## src/design/positional_list_engine_defines.svh

```systemverilog
// Assertion macros shared by the list engine RTL.
`ifndef POSITIONAL_LIST_ENGINE_DEFINES_SVH
`define POSITIONAL_LIST_ENGINE_DEFINES_SVH

// Same-cycle implication, checked out of reset.
`define PLE_ASSERT_NOW(lbl, ante, cons, msg) \
    lbl: assert property (@(posedge aclk) disable iff (!aresetn) (ante) |-> (cons)) \
        else $error(msg);

// Next-cycle implication, checked out of reset.
`define PLE_ASSERT_NEXT(lbl, ante, cons, msg) \
    lbl: assert property (@(posedge aclk) disable iff (!aresetn) (ante) |=> (cons)) \
        else $error(msg);

`endif

```

## src/design/ple_pkg.sv

```systemverilog
package ple_pkg;

    // Operation selector codes
    localparam logic [2:0] FN_INS_FRONT = 3'd0;
    localparam logic [2:0] FN_INS_END   = 3'd1;
    localparam logic [2:0] FN_INS_AT    = 3'd2;
    localparam logic [2:0] FN_DEL_FRONT = 3'd3;
    localparam logic [2:0] FN_DEL_END   = 3'd4;
    localparam logic [2:0] FN_DEL_AT    = 3'd5;
    localparam logic [2:0] FN_READ      = 3'd6;

    // Result status codes
    localparam logic [1:0] ST_OK    = 2'd0;
    localparam logic [1:0] ST_RANGE = 2'd1;
    localparam logic [1:0] ST_FULL  = 2'd2;
    localparam logic [1:0] ST_EMPTY = 2'd3;

    // Fixed field widths
    localparam int FUNC_W   = 3;
    localparam int POS_W    = 7;
    localparam int HIN_W    = 32;
    localparam int RVAL_W   = 32;
    localparam int STAT_W   = 2;
    localparam int CNTO_W   = 7;
    localparam int S_DATA_W = 48;
    localparam int M_DATA_W = 48;

    // Broadcast command to every cell of the chain
    typedef struct packed {
        logic ins;       // open a slot at target, shift higher cells up
        logic del;       // close the slot at target, shift higher cells down
        logic rd_load;   // copy stored values into the read chain
        logic rd_shift;  // move the read chain one cell toward cell 0
    } cell_op_t;

endpackage

```

## src/design/ple_cell.sv

```systemverilog
module ple_cell #(
    parameter int IDX   = 0,
    parameter int CNT_W = 7,
    parameter int HW    = 32
) (
    input  logic             aclk,
    input  ple_pkg::cell_op_t op,
    input  logic [CNT_W-1:0] target,
    input  logic [HW-1:0]    handle,
    input  logic [HW-1:0]    lower_val,   // value of cell IDX-1
    input  logic [HW-1:0]    upper_val,   // value of cell IDX+1
    input  logic [HW-1:0]    upper_rd,    // read chain of cell IDX+1
    output logic [HW-1:0]    val,
    output logic [HW-1:0]    rd
);
    import ple_pkg::*;

    localparam logic [CNT_W-1:0] MY_IDX = CNT_W'(IDX);

    logic [HW-1:0] val_reg, val_next;
    logic [HW-1:0] rd_reg, rd_next;

    // Stored element: take new handle, or neighbor on a shift
    always_comb begin
        val_next = val_reg;
        if (op.ins) begin
            if (MY_IDX == target) begin
                val_next = handle;
            end else if (MY_IDX > target) begin
                val_next = lower_val;
            end
        end else if (op.del && (MY_IDX >= target)) begin
            val_next = upper_val;
        end
    end

    // Read chain: snapshot, then drain toward cell 0
    always_comb begin
        rd_next = rd_reg;
        if (op.rd_load) begin
            rd_next = val_reg;
        end else if (op.rd_shift) begin
            rd_next = upper_rd;
        end
    end

    always_ff @(posedge aclk) begin
        val_reg <= val_next;
        rd_reg  <= rd_next;
    end

    assign val = val_reg;
    assign rd  = rd_reg;

endmodule

```

## config.mk

```make
export PLATFORM = sky130hd
export DESIGN_NAME = ple_cell
export DESIGN_NICKNAME = d
export VERILOG_FILES = /design/src/design/positional_list_engine_defines.svh /design/src/design/ple_pkg.sv /design/src/design/ple_cell.sv
export SDC_FILE = /design/constraint.sdc
export NUM_CORES = 1
export LEC_CHECK = 0
export BUFFER_PORTS_ARGS = -buffer_cell sky130_fd_sc_hd__buf_4
export CAP_MARGIN = 5
export CORE_MARGIN = 2
export CORE_UTILIZATION = 46
export CTS_CLUSTER_SIZE = 30
export DETAILED_ROUTE_END_ITERATION = 10
export PLACE_DENSITY = 0.94
export SYNTH_ARGS = -nofsm -noshare
export SYNTH_HDL_FRONTEND = slang
export SYNTH_SLANG_ARGS = --single-unit
export TNS_END_PERCENT = 20
```

## constraint.sdc

```tcl
create_clock -name aclk -period 6.2 [get_ports aclk]
set_clock_uncertainty 0.05 [all_clocks]
set_input_delay 0.62 -clock aclk [delete_from_list [all_inputs] [get_ports aclk]]
set_output_delay 0.62 -clock aclk [all_outputs]
set_load 0.03 [all_outputs]
```

Word level (Yosys, flattened, before mapping)
Index checks and enable logic that the tools add are counted.
{"block": "classes", "order_cmp": 2, "n_eq_ne": 1, "n_mux": 6, "n_reduce_logical": 5}
{"op": "2-to-1 mux 32 bit", "n": 6}
{"op": ">= comparator 1 x 7 -> 1 bit, first input constant", "n": 1}
{"op": "greater-than comparator 1 x 7 -> 1 bit, first input constant", "n": 1}
{"op": "zero test 7 bit", "n": 1}
{"op": "nonzero test 2 bit", "n": 2}
{"op": "!= test 3 x 1 -> 1 bit, second input constant", "n": 1}
{"op": "AND reduction 2 bit", "n": 1}
{"op": "logical AND 1 bit", "n": 1}
{"block": "word_totals", "ff_bits": 64}

Depth between registers and ports, before layout
Gate-level depths: netlist of run 1.
{"block": "depth", "ltp_word": 4, "mapped_depth": 5}

Worst setup path after synthesis of run 1
No wires, ideal clock.
{"block": "synth_path", "path_type": "input port to flip-flop", "from": "input target[4]", "to": "register val_reg[0] (netlist: val[0]) (enable)", "setup_ns": 0.461, "arrival_time_ns": 3.709, "required_ns": 5.689, "slack_ns": 1.980, "cell_stages": 4, "cell_sequence": "or4_1 -> buf_2 -> clkbuf_1 -> nor3_1"}
{"block": "synth_between", "elab_chain_cells": 4, "word_cells_on_any_way": 7}
{"element": "start, declared", "line_no": "ple_cell.sv:8", "source": "input logic [CNT_W-1:0] target,"}
{"element": ">= comparator 1 x 7 -> 1 bit", "line_no": "ple_cell.sv:32", "source": "end else if (op.del && (MY_IDX >= target)) begin"}
{"element": "logical AND 1 bit", "line_no": "ple_cell.sv:32"}
{"element": "nonzero test 2 bit (no source line)"}
{"element": "AND reduction 2 bit (no source line) (*)"}
{"element": "end signal, assigned", "line_no": "ple_cell.sv:48", "source": "val_reg <= val_next;"}
{"element": "end, declared", "line_no": "ple_cell.sv:20", "source": "logic [HW-1:0] val_reg, val_next;"}
Mark *: on every way between the ends. The rest lies on a longest branch, timed or not.
A chain may end at the register's enable or synchronous reset.

Final worst setup path of run 1
{"block": "layout_path", "from": "input target[4]", "to": "register val_reg[13] (netlist: val[13]) (enable)"}
Same word-level chain as after synthesis.

==> summary.md, run 1 <==
| Metric | Value |
|---|---|
| CP required | 6130 ps |
| Netlist Area Pre-Place | 0.003244 mm^2 |
| Max_cap viols | 0 |
| Ys Warns | 0 |
| Post-synth EDFFs | 64 |
| Worst Path Max Fanout | 50 |
| Relative slew margins | 32.52% |
| Cells after Synth | 274 |
| Setup tns final | 0 ps |
| Ports | 204 |
| Post-synth ARST share | 0% |
| Placed cell count | 551 |
| Total power | 0.0009979 W |
| Gr ovfl total | 0 |
| Detailed-router iteration count before antenna repair | 4 |
| Die W | 87.98 um |
| Pin count of the biggest net entering global routing | 66 |
| Post-DR vias/cell | 5.455 |
| Critical path class | in2reg |
| Fin. Hold Viols | 0 |
| Non-Filler Instances | 567 |
| Switching share of total power | 25.68% |
| PostCTS Resize Cnt | 0 |
| Wire per inst | 18.63 um |
| Total Wirelength | 10570 um |
| Post-layout net count | 606 |
| Post-CTS setup buffers | 0 |
| Unrepaired setup endpoints after global routing | no |
| Proportion of layout cells with a drive suffix above 1 | 54.14% |
| Comb pwr share | 19.9% |
| Fin crit period | 2272 ps |
| Leakage power | 2.123 nW |
| Clock transition at path regs | 70 ps |
| Fillers | 489 |
| Dpl hpwl | 7687 um |
| Part of the cycle the worst path needs | 36.65% |
| Sequential share of the synthesized area | 59.24% |
| Site row count | 30 |
| Final Util | 73.08% |
| TritonCTS clock tree | done |
| Internal Pwr Total | 0.0007417 W |
| I/O Buffers | 203 |
| Tot GR Track Use | 26.17% |
| Worst skew pair latency | 330 ps |
| Flop pwr share | 50.4% |
| TritonCTS Sinks | 64 |
| DIE AREA | 0.007740 mm^2 |
| CTS H-Tree Depth | 3 |
| Via Count | 3093 |
| Most numerous cell in the Yosys netlist | edfxtp_1 |
| N_diodes | 0 |
| Synthesized net count | 414 |
| Ranking of synthesized cells by area | edfxtp_1, mux2_2, o21ai_0 |
| Antenna-violating nets left | 0 |
| Netlist cell types | 17 |
| CTS buffer count | 9 |
| Clock Power Share | 29.7% |
| Drt initial violations | 153 |
| Largest buffer count on any clock path | 2 |
| Area Growth Syn to Fin | 53.03% |
| Max Fclk | 440.1 MHz |
| Gpl congestion | 0.8015 |
| Outcome | complete, no violations |
| Worst VDD drop | 99.21 uV |
| Crit path arrival time | 2200 ps |
| Fin Hold WS | 540.4 ps |
| Power Dens Cells | 201.0 mW/mm^2 |
| #FFs+latches synth | 64 |
| Vias in the first global route | 2996 |
| Initial Utilization | 47.75% |
| P_sw | 0.0002562 W |
| Antenna violations before repair | 0 |
| Ys flop type | edfxtp_1 |
| Global-route wire length before repair | 15000 um |
| Hold-fix buffers, CTS | 0 |
| Root Driver | clkbuf_8 |
| Setup crit end kind | register |
| CP Launch Type | primary input |
| Post-synth top cells | edfxtp_1, nor2_1, mux2_2, o21ai_0, clkbuf_1 |
| Worst min-delay path class | in2reg |
| Synth top area share | 59.24% |
| Slew Limit Fails | 0 |
| Core Area | 0.006794 mm^2 |
| Die Span Y | 87.98 um |
| Worst-Margin Slew | 1009 ps |
| Drt drc | 0 |
| Synthesized area per cell | 11.84 um^2 |
| Final setup viols | 0 |
| Area leader, netlist | edfxtp_1 |
==> cell usage in the layout (no fill, tap or decap), drive strengths merged <==
master    n
mux2     32
o31a     17
buf     207
or3       1
nand4b   15
or4       1
a31oi    15
inv      17
o21ai    32
clkbuf   11
nor2     34
a21oi    17
or2       1
edfxtp   64
clkinv    5
nor4      1
nor3      1
==> power groups by stage <==
stage	clock network (W)	registers, W	logic (W)
4_1_cts	0.000300	0.000503	0.000198
2_1_floorplan	0	0.000547	0.0000581
6_report	0.000296	0.000503	0.000199
3_3_place_gp	0	0.000511	0.000190
3_5_place_dp	0	0.000513	0.000198
5_1_grt	0.000322	0.000504	0.000211
==> metrics by stage <==
step / instance area, um^2 / setup WS [ps]
4_1_cts: 4965 / 3935
6_report: 4965 / 3928
2_1_floorplan: 3244 / 1980
5_1_grt: 4965 / 3844
3_3_place_gp: 4810 / 3658
3_5_place_dp: 4810 / 3581
==> per-layer routing <==
metal | global-route usage, % | wire, um
met2 | 48.83 | 5926
met4 | 9.650 | 164
met1 | 29.52 | 3752
met5 | 0 | 0
met3 | 4.901 | 722
==> critical path: stages <==
cell and delay (ps):
buf_4 120, or4_1 520, buf_4 290, nor3_2 230
buf_4 400
==> area by class of cell <==
class,instances,area (um^2),area share [%]
clock buffer,11,131.4,2.646
clock inverter,5,23.77,0.4788
inverter,17,63.81,1.285
multi-input combinational,167,1150,23.16
sequential,64,1922,38.71
tap,96,120.1,2.419
timing repair buffer,207,1554,31.30
==> worst paths after layout <==
kind	cells past startpoint	slack [ps]	from	end
hold reg to reg	1	540	val[4]	rd[4]
hold / removal	2	540	upper_rd[27]	rd[27]
setup / recovery	5	3930	target[4]	val[13]
setup reg to reg	1	5170	val[1]	rd[1]
==> kinds of logic after synthesis <==
group / after synthesis / share of synthesized area [%]
flops: 64 / 59.24
mux: 32 / 11.11
buf+inv: 43 / 5.476
simple gates: 54 / 9.140
compound gates: 81 / 15.04
(Power assumes the default switching activity.)
==> run 2: changes to the inputs <==
ABC_AREA = 1   (was default)
CORE_UTILIZATION = 40   (was 46)
PLACE_DENSITY = 0.85   (was 0.94)
clock period = 1.83 ns   (was 6.2 ns; I/O delays follow)
==> summary.md, run 2 <==
| Metric | Value |
|---|---|
| Tot GR Track Use | 22.44% |
| Critical path class | reg2out |
| Reg2reg end | rd[22] |
| Hold-fix buffers, CTS | 0 |
| Max_cap viols | 0 |
| Wire per inst | 15.18 um |
| Drt initial violations | 152 |
| Initial Utilization | 41.32% |
| Power Dens Cells | 644.3 mW/mm^2 |
| Post-CTS setup buffers | 0 |
| Worst Path Buf+Inv | 1 |
| Global-route wire length before repair | 17240 um |
| Fin. Hold Viols | 0 |
| Pin count of the biggest net entering global routing | 35 |
| CTS buffer count | 9 |
| Hold path cells | 3 |
| I/O Buffers | 203 |
| Netlist cell types | 21 |
| Worst-Margin Slew | 570.1 ps |
| Synthesized net count | 566 |
| Die W | 99.15 um |
| Max Fclk | 835.9 MHz |
| Reg2reg start | val[22] |
| Flop pwr share | 49.7% |
| Most numerous cell in the Yosys netlist | nand2_1 |
| Gpl congestion | 0.8757 |
| Post-synth ARST share | 0% |
| PostCTS Resize Cnt | 0 |
| Die Span Y | 99.15 um |
| Final setup viols | 0 |
| Sequential share of the synthesized area | 53.08% |
| Critical hold path startpoint | upper_rd[28] |
| Relative slew margins | 61.94% |
| Ranking of synthesized cells by area | edfxtp_1, nand2_1, inv_1 |
| TritonCTS clock tree | done |
| Dpl hpwl | 8264 um |
| Worst Path Max Fanout | 2 |
| CP max-delay cell | edfxtp_1 |
| Worst VDD drop | 342.0 uV |
| Comb pwr share | 21.4% |
| Slowest cell delay on critical path | 440 ps |
| Outcome | complete, no violations |
| Fin Hold WS | 60.04 ps |
| Proportion of layout cells with a drive suffix above 1 | 40.48% |
| Internal Pwr Total | 0.002510 W |
| Synth top area share | 53.08% |
| Site row count | 34 |
| CP required | 1600 ps |
| Post-layout net count | 760 |
| CP Launch Type | register |
| Area leader, netlist | edfxtp_1 |
| Antenna violations before repair | 0 |
| Ports | 204 |
| Ys Warns | 0 |
| TritonCTS Sinks | 64 |
| Largest buffer count on any clock path | 2 |
| Switching share of total power | 27.12% |
| Via Count | 3521 |
| Core Area | 0.008763 mm^2 |
| Clock transition at path regs | 70 ps |
| Final Cell Area | 0.005345 mm^2 |
| Antenna-violating nets left | 0 |
| Most common cell after layout, fill and taps aside | buf_4 |
| Drt drc | 0 |
| Total power | 0.003444 W |
| Netlist Area Pre-Place | 0.003621 mm^2 |
| Post-synth EDFFs | 64 |
| Cells after Synth | 426 |
| Worst-path cell chain | buf_4 |
| Area Growth Syn to Fin | 47.62% |
| Placed cell count | 717 |
| Detailed-router iteration count before antenna repair | 5 |
| #FFs+latches synth | 64 |
| Synthesized area per cell | 8.500 um^2 |
| Area post-placement | 0.005190 mm^2 |
| Worst reg2reg setup slack | 920 ps |
| Ys flop type | edfxtp_1 |
| Worst min-delay path class | in2reg |
| N_diodes | 0 |
| Slew Limit Fails | 0 |
| Delay-heaviest family, CP | flip-flops |
| Gr ovfl total | 0 |
| CTS H-Tree Depth | 3 |
| Root Driver | clkbuf_8 |
| Setup crit end kind | primary output |
| Post-synth top cells | nand2_1, edfxtp_1, inv_1, nand3_1, o21ai_1 |
| Post-DR vias/cell | 4.804 |
| Setup tns final | 0 ps |
| DIE AREA | 0.009830 mm^2 |
| Part of the cycle the worst path needs | 65.37% |
| Leakage power | 2.682 nW |
| Clock Power Share | 28.9% |
| Unrepaired setup endpoints after global routing | no |
| Non-Filler Instances | 733 |
| Total Wirelength | 11130 um |
| Most frequent cells in the layout | buf_4, nand2_1, inv_1, edfxtp_1, nand3_1 |
| Fin crit period | 1196 ps |
| Vias in the first global route | 3495 |
| Hold path endpoint | rd[28] |
| Crit path arrival time | 960 ps |
| Worst skew pair latency | 330 ps |
| Worst R2R Path Depth | 2 |
| P_sw | 0.0009340 W |
-- run 2: changes by cell type after synthesis, sizes merged, moves of 17 or more --
cell,previous run,this run
a21oi,17,0
inv,17,70
mux2,32,0
nand2,0,163
nand3,0,64
nor2,34,5
o31a,17,0
-- run 2: power groups by stage --
stage | sequential (W) | clock [W] | combinational, W
after floorplan | 0.00187 | 0 | 0.000237
after global placement | 0.00174 | 0 | 0.000723
after detailed placement | 0.00174 | 0 | 0.000737
after CTS | 0.00171 | 0.00102 | 0.000740
after global routing | 0.00172 | 0.00108 | 0.000798
final | 0.00171 | 0.000995 | 0.000737
-- run 2: how the worst max path moves through the flow --
stage,start,endpoint,slack [ps],depth (start not counted)
final,val[11],val[11],630,1
after global routing,target[6],val[1],560,7
after CTS,val[0],val[0],620,1
after detailed placement,target[0],val[1],340,7
after global placement,target[0],val[1],390,7
after floorplan,target[3],val[0],10,4
-- run 2: metal layers --
metal  share of wire (%)  track usage (%)
met1                  38            27.40
met4                 3.0            10.54
met5                   0                0
met2                  53            38.98
met3                 6.3            3.443
-- run 2: cell families after synthesis --
logic type / count (synthesis) / synth area share (%)
AO/OA/AOI/OAI: 32 / 4.423
buffers and inverters: 96 / 12.75
flip-flops: 64 / 53.08
AND/OR/NAND/NOR: 234 / 29.75
-- run 2: worst min-delay path: stages --
cell     delay, ps
buf_4           80
nand2_1         40
nand2_1         40
-- run 2: layout make-up --
| type | count | area, um^2 |
|---|---|---|
| Fill cell | 739 | 3418 |
| Sequential cell | 64 | 1922 |
| Timing Repair Buffer | 209 | 1607 |
| Multi-Input combinational cell | 266 | 1261 |
| Inverter | 70 | 265.3 |
| Tap cell | 108 | 135.1 |
| Clock buffer | 11 | 131.4 |
| Clock inverter | 5 | 23.77 |
-- run 2: through the flow --
step	util, %	setup WS [ps]
floorplan	-	10.56
global placement	59.22	385.5
detailed placement	59.22	340.2
CTS	60.99	624.8
global route	60.99	562.6
finish	60.99	633.7
==> run 3: changes to the inputs <==
ABC_AREA = 0   (was 1)
CORE_UTILIZATION = 39   (was 40)
PLACE_DENSITY = 0.86   (was 0.85)
clock period = 1 ns   (was 1.83 ns; I/O delays follow)
==> summary.md, run 3 (synthesized netlist as in run 1, its figures left out) <==
| Metric | Value |
|---|---|
| Final Cell Area | 0.005717 mm^2 |
| DIE AREA | 0.009064 mm^2 |
| Final setup viols | 146 |
| Total Wirelength | 11600 um |
| Setup crit end kind | register |
| Largest buffer count on any clock path | 2 |
| Max Fclk | 762.3 MHz |
| Violated checks | setup timing |
| CP required | 1140 ps |
| Max_cap viols | 0 |
| Worst R2R Path Depth | 1 |
| Slowest cell delay on critical path | 590 ps |
| Vias in the first global route | 3222 |
| Post-layout net count | 633 |
| Gpl congestion | 0.8197 |
| Pin count of the biggest net entering global routing | 35 |
| Internal Pwr Total | 0.005033 W |
| Antenna violations before repair | 0 |
| Site row count | 33 |
| Relative slew margins | 77.73% |
| Wire per inst | 19.26 um |
| Drt drc | 0 |
| Die W | 95.21 um |
| CP max-delay cell | or4_4 |
| Reg2reg end | rd[1] |
| Global-route wire length before repair | 16350 um |
| Switching share of total power | 25.20% |
| Reg2reg start | val[1] |
| Hold path cells | 2 |
| TritonCTS Sinks | 64 |
| Initial Utilization | 39.89% |
| Crit path arrival time | 1450 ps |
| Most frequent cells in the layout | buf_4, edfxtp_1, buf_6 |
| Power Dens Cells | 1177 mW/mm^2 |
| Comb pwr share | 21.8% |
| DP Worst Slack | -740.3 ps |
| Leakage power | 2.484 nW |
| Tot GR Track Use | 24.38% |
| I/O Buffers | 203 |
| Post-DR vias/cell | 5.311 |
| Drt initial violations | 154 |
| Root Driver | clkbuf_8 |
| Critical path class | in2reg |
| Worst reg2reg setup slack | -30 ps |
| Critical hold path startpoint | upper_rd[6] |
| Via Count | 3197 |
| Worst min-delay path class | in2reg |
| Clock Power Share | 31.5% |
| Unrepaired setup endpoints after global routing | yes |
| Area post-placement | 0.005006 mm^2 |
| Detailed-router iteration count before antenna repair | 5 |
| CP Launch Type | primary input |
| Core Area | 0.008134 mm^2 |
| Worst skew pair latency | 340 ps |
| Gr ovfl total | 0 |
| Hold path endpoint | rd[6] |
| Outcome | finished with violations |
| Die Span Y | 95.21 um |
| Ports | 204 |
| Clock transition at path regs | 80 ps |
| Fin. Hold Viols | 0 |
| Worst VDD drop | 629.6 uV |
| Worst-Margin Slew | 334.1 ps |
| N_diodes | 0 |
| Dpl hpwl | 8255 um |
| CTS buffer count | 9 |
| Flop pwr share | 46.7% |
| Fin crit period | 1312 ps |
| TritonCTS clock tree | done |
| Worst Path Max Fanout | 26 |
| Slew Limit Fails | 0 |
| Part of the cycle the worst path needs | 131.2% |
| P_sw | 0.001695 W |
| Antenna-violating nets left | 0 |
| Proportion of layout cells with a drive suffix above 1 | 57.95% |
| Area Growth Syn to Fin | 76.21% |
| Worst-path cell chain | buf_6, or4_4, buf_12, o31a_1, a21oi_2 |
| CTS H-Tree Depth | 3 |
| PnR worst setup slack | -311.8 ps |
| Most common cell after layout, fill and taps aside | buf_4 |
[run 3: cell types whose count changed in the layout (fill, tap and decap cells not counted), sizes merged, moves of 2 or more]
cell	delta
o31a	+17
a21oi	+17
a31oi	+15
inv	-53
nor2	+29
buf	+17
nand2	-163
mux2	+32
nand3	-64
nand4b	+15
clkbuf	+2
dlygate4sd3	+6
clkinv	-2
[run 3: stage by stage]
stage	util [%]	setup TNS, ps	hold slack [ps]	total power, W	cells
after detailed placement	61.54	-43420	355.7	0.004462	575
final	70.28	-20060	11.53	0.006728	602
after global routing	70.28	-23600	4.661	0.006934	602
after CTS	67.99	-19950	0.3647	0.006678	598
after global placement	61.54	-41010	353.4	0.004416	575
after floorplan	-	-79550	269.9	0.003756	274
[run 3: metal layers]
layer,vias to the layer above,global-route usage (%),wire [um]
li1,1472,-,-
met1,1553,27.31,4266
met2,150,44.72,6342
met3,22,4.664,715
met4,0,10.63,273
met5,-,0,0
[run 3: how the worst max path moves through the flow]
stage / startpoint / end / slack, ps / cells past startpoint
3_3_place_gp: target[4] / val[15] / -710 / 5
4_1_cts: target[0] / val[15] / -290 / 5
5_1_grt: target[0] / val[8] / -340 / 5
6_report: target[0] / val[15] / -310 / 5
3_5_place_dp: target[4] / val[15] / -740 / 5
2_1_floorplan: target[4] / val[0] / -1140 / 4
[run 3: power groups by stage]
| stage | logic (W) | registers [W] | clock network (W) |
|---|---|---|---|
| floorplan | 0.000367 | 0.00339 | 0 |
| global placement | 0.00125 | 0.00317 | 0 |
| detailed placement | 0.00129 | 0.00317 | 0 |
| CTS | 0.00140 | 0.00314 | 0.00214 |
| global route | 0.00155 | 0.00315 | 0.00223 |
| finish | 0.00147 | 0.00314 | 0.00212 |
[run 3: worst max-delay path, delay by kind of cell]
kind | cells | cell delay, ps
buffers and inverters | 2 | 280
AND/OR/NAND/NOR | 1 | 590
AO/OA/AOI/OAI | 2 | 470
[run 3: final cells by class]
cell class / instances / area (um^2)
inverter: 17 / 63.81
tap: 105 / 131.4
timing repair buffer: 234 / 2118
multi-input combinational: 167 / 1304
clock buffer: 11 / 131.4
sequential: 64 / 1922
fill: 560 / 2417
clock inverter: 4 / 46.29
[run 3: repair_timing]
action,in CTS,in global routing
pin swaps,4,3
hold buffers,6,0
endpoints found under the hold margin,6,0
cloned,1,3
buffers inserted,1,1
setup endpoints to repair,137,157
gates resized for setup,74,36
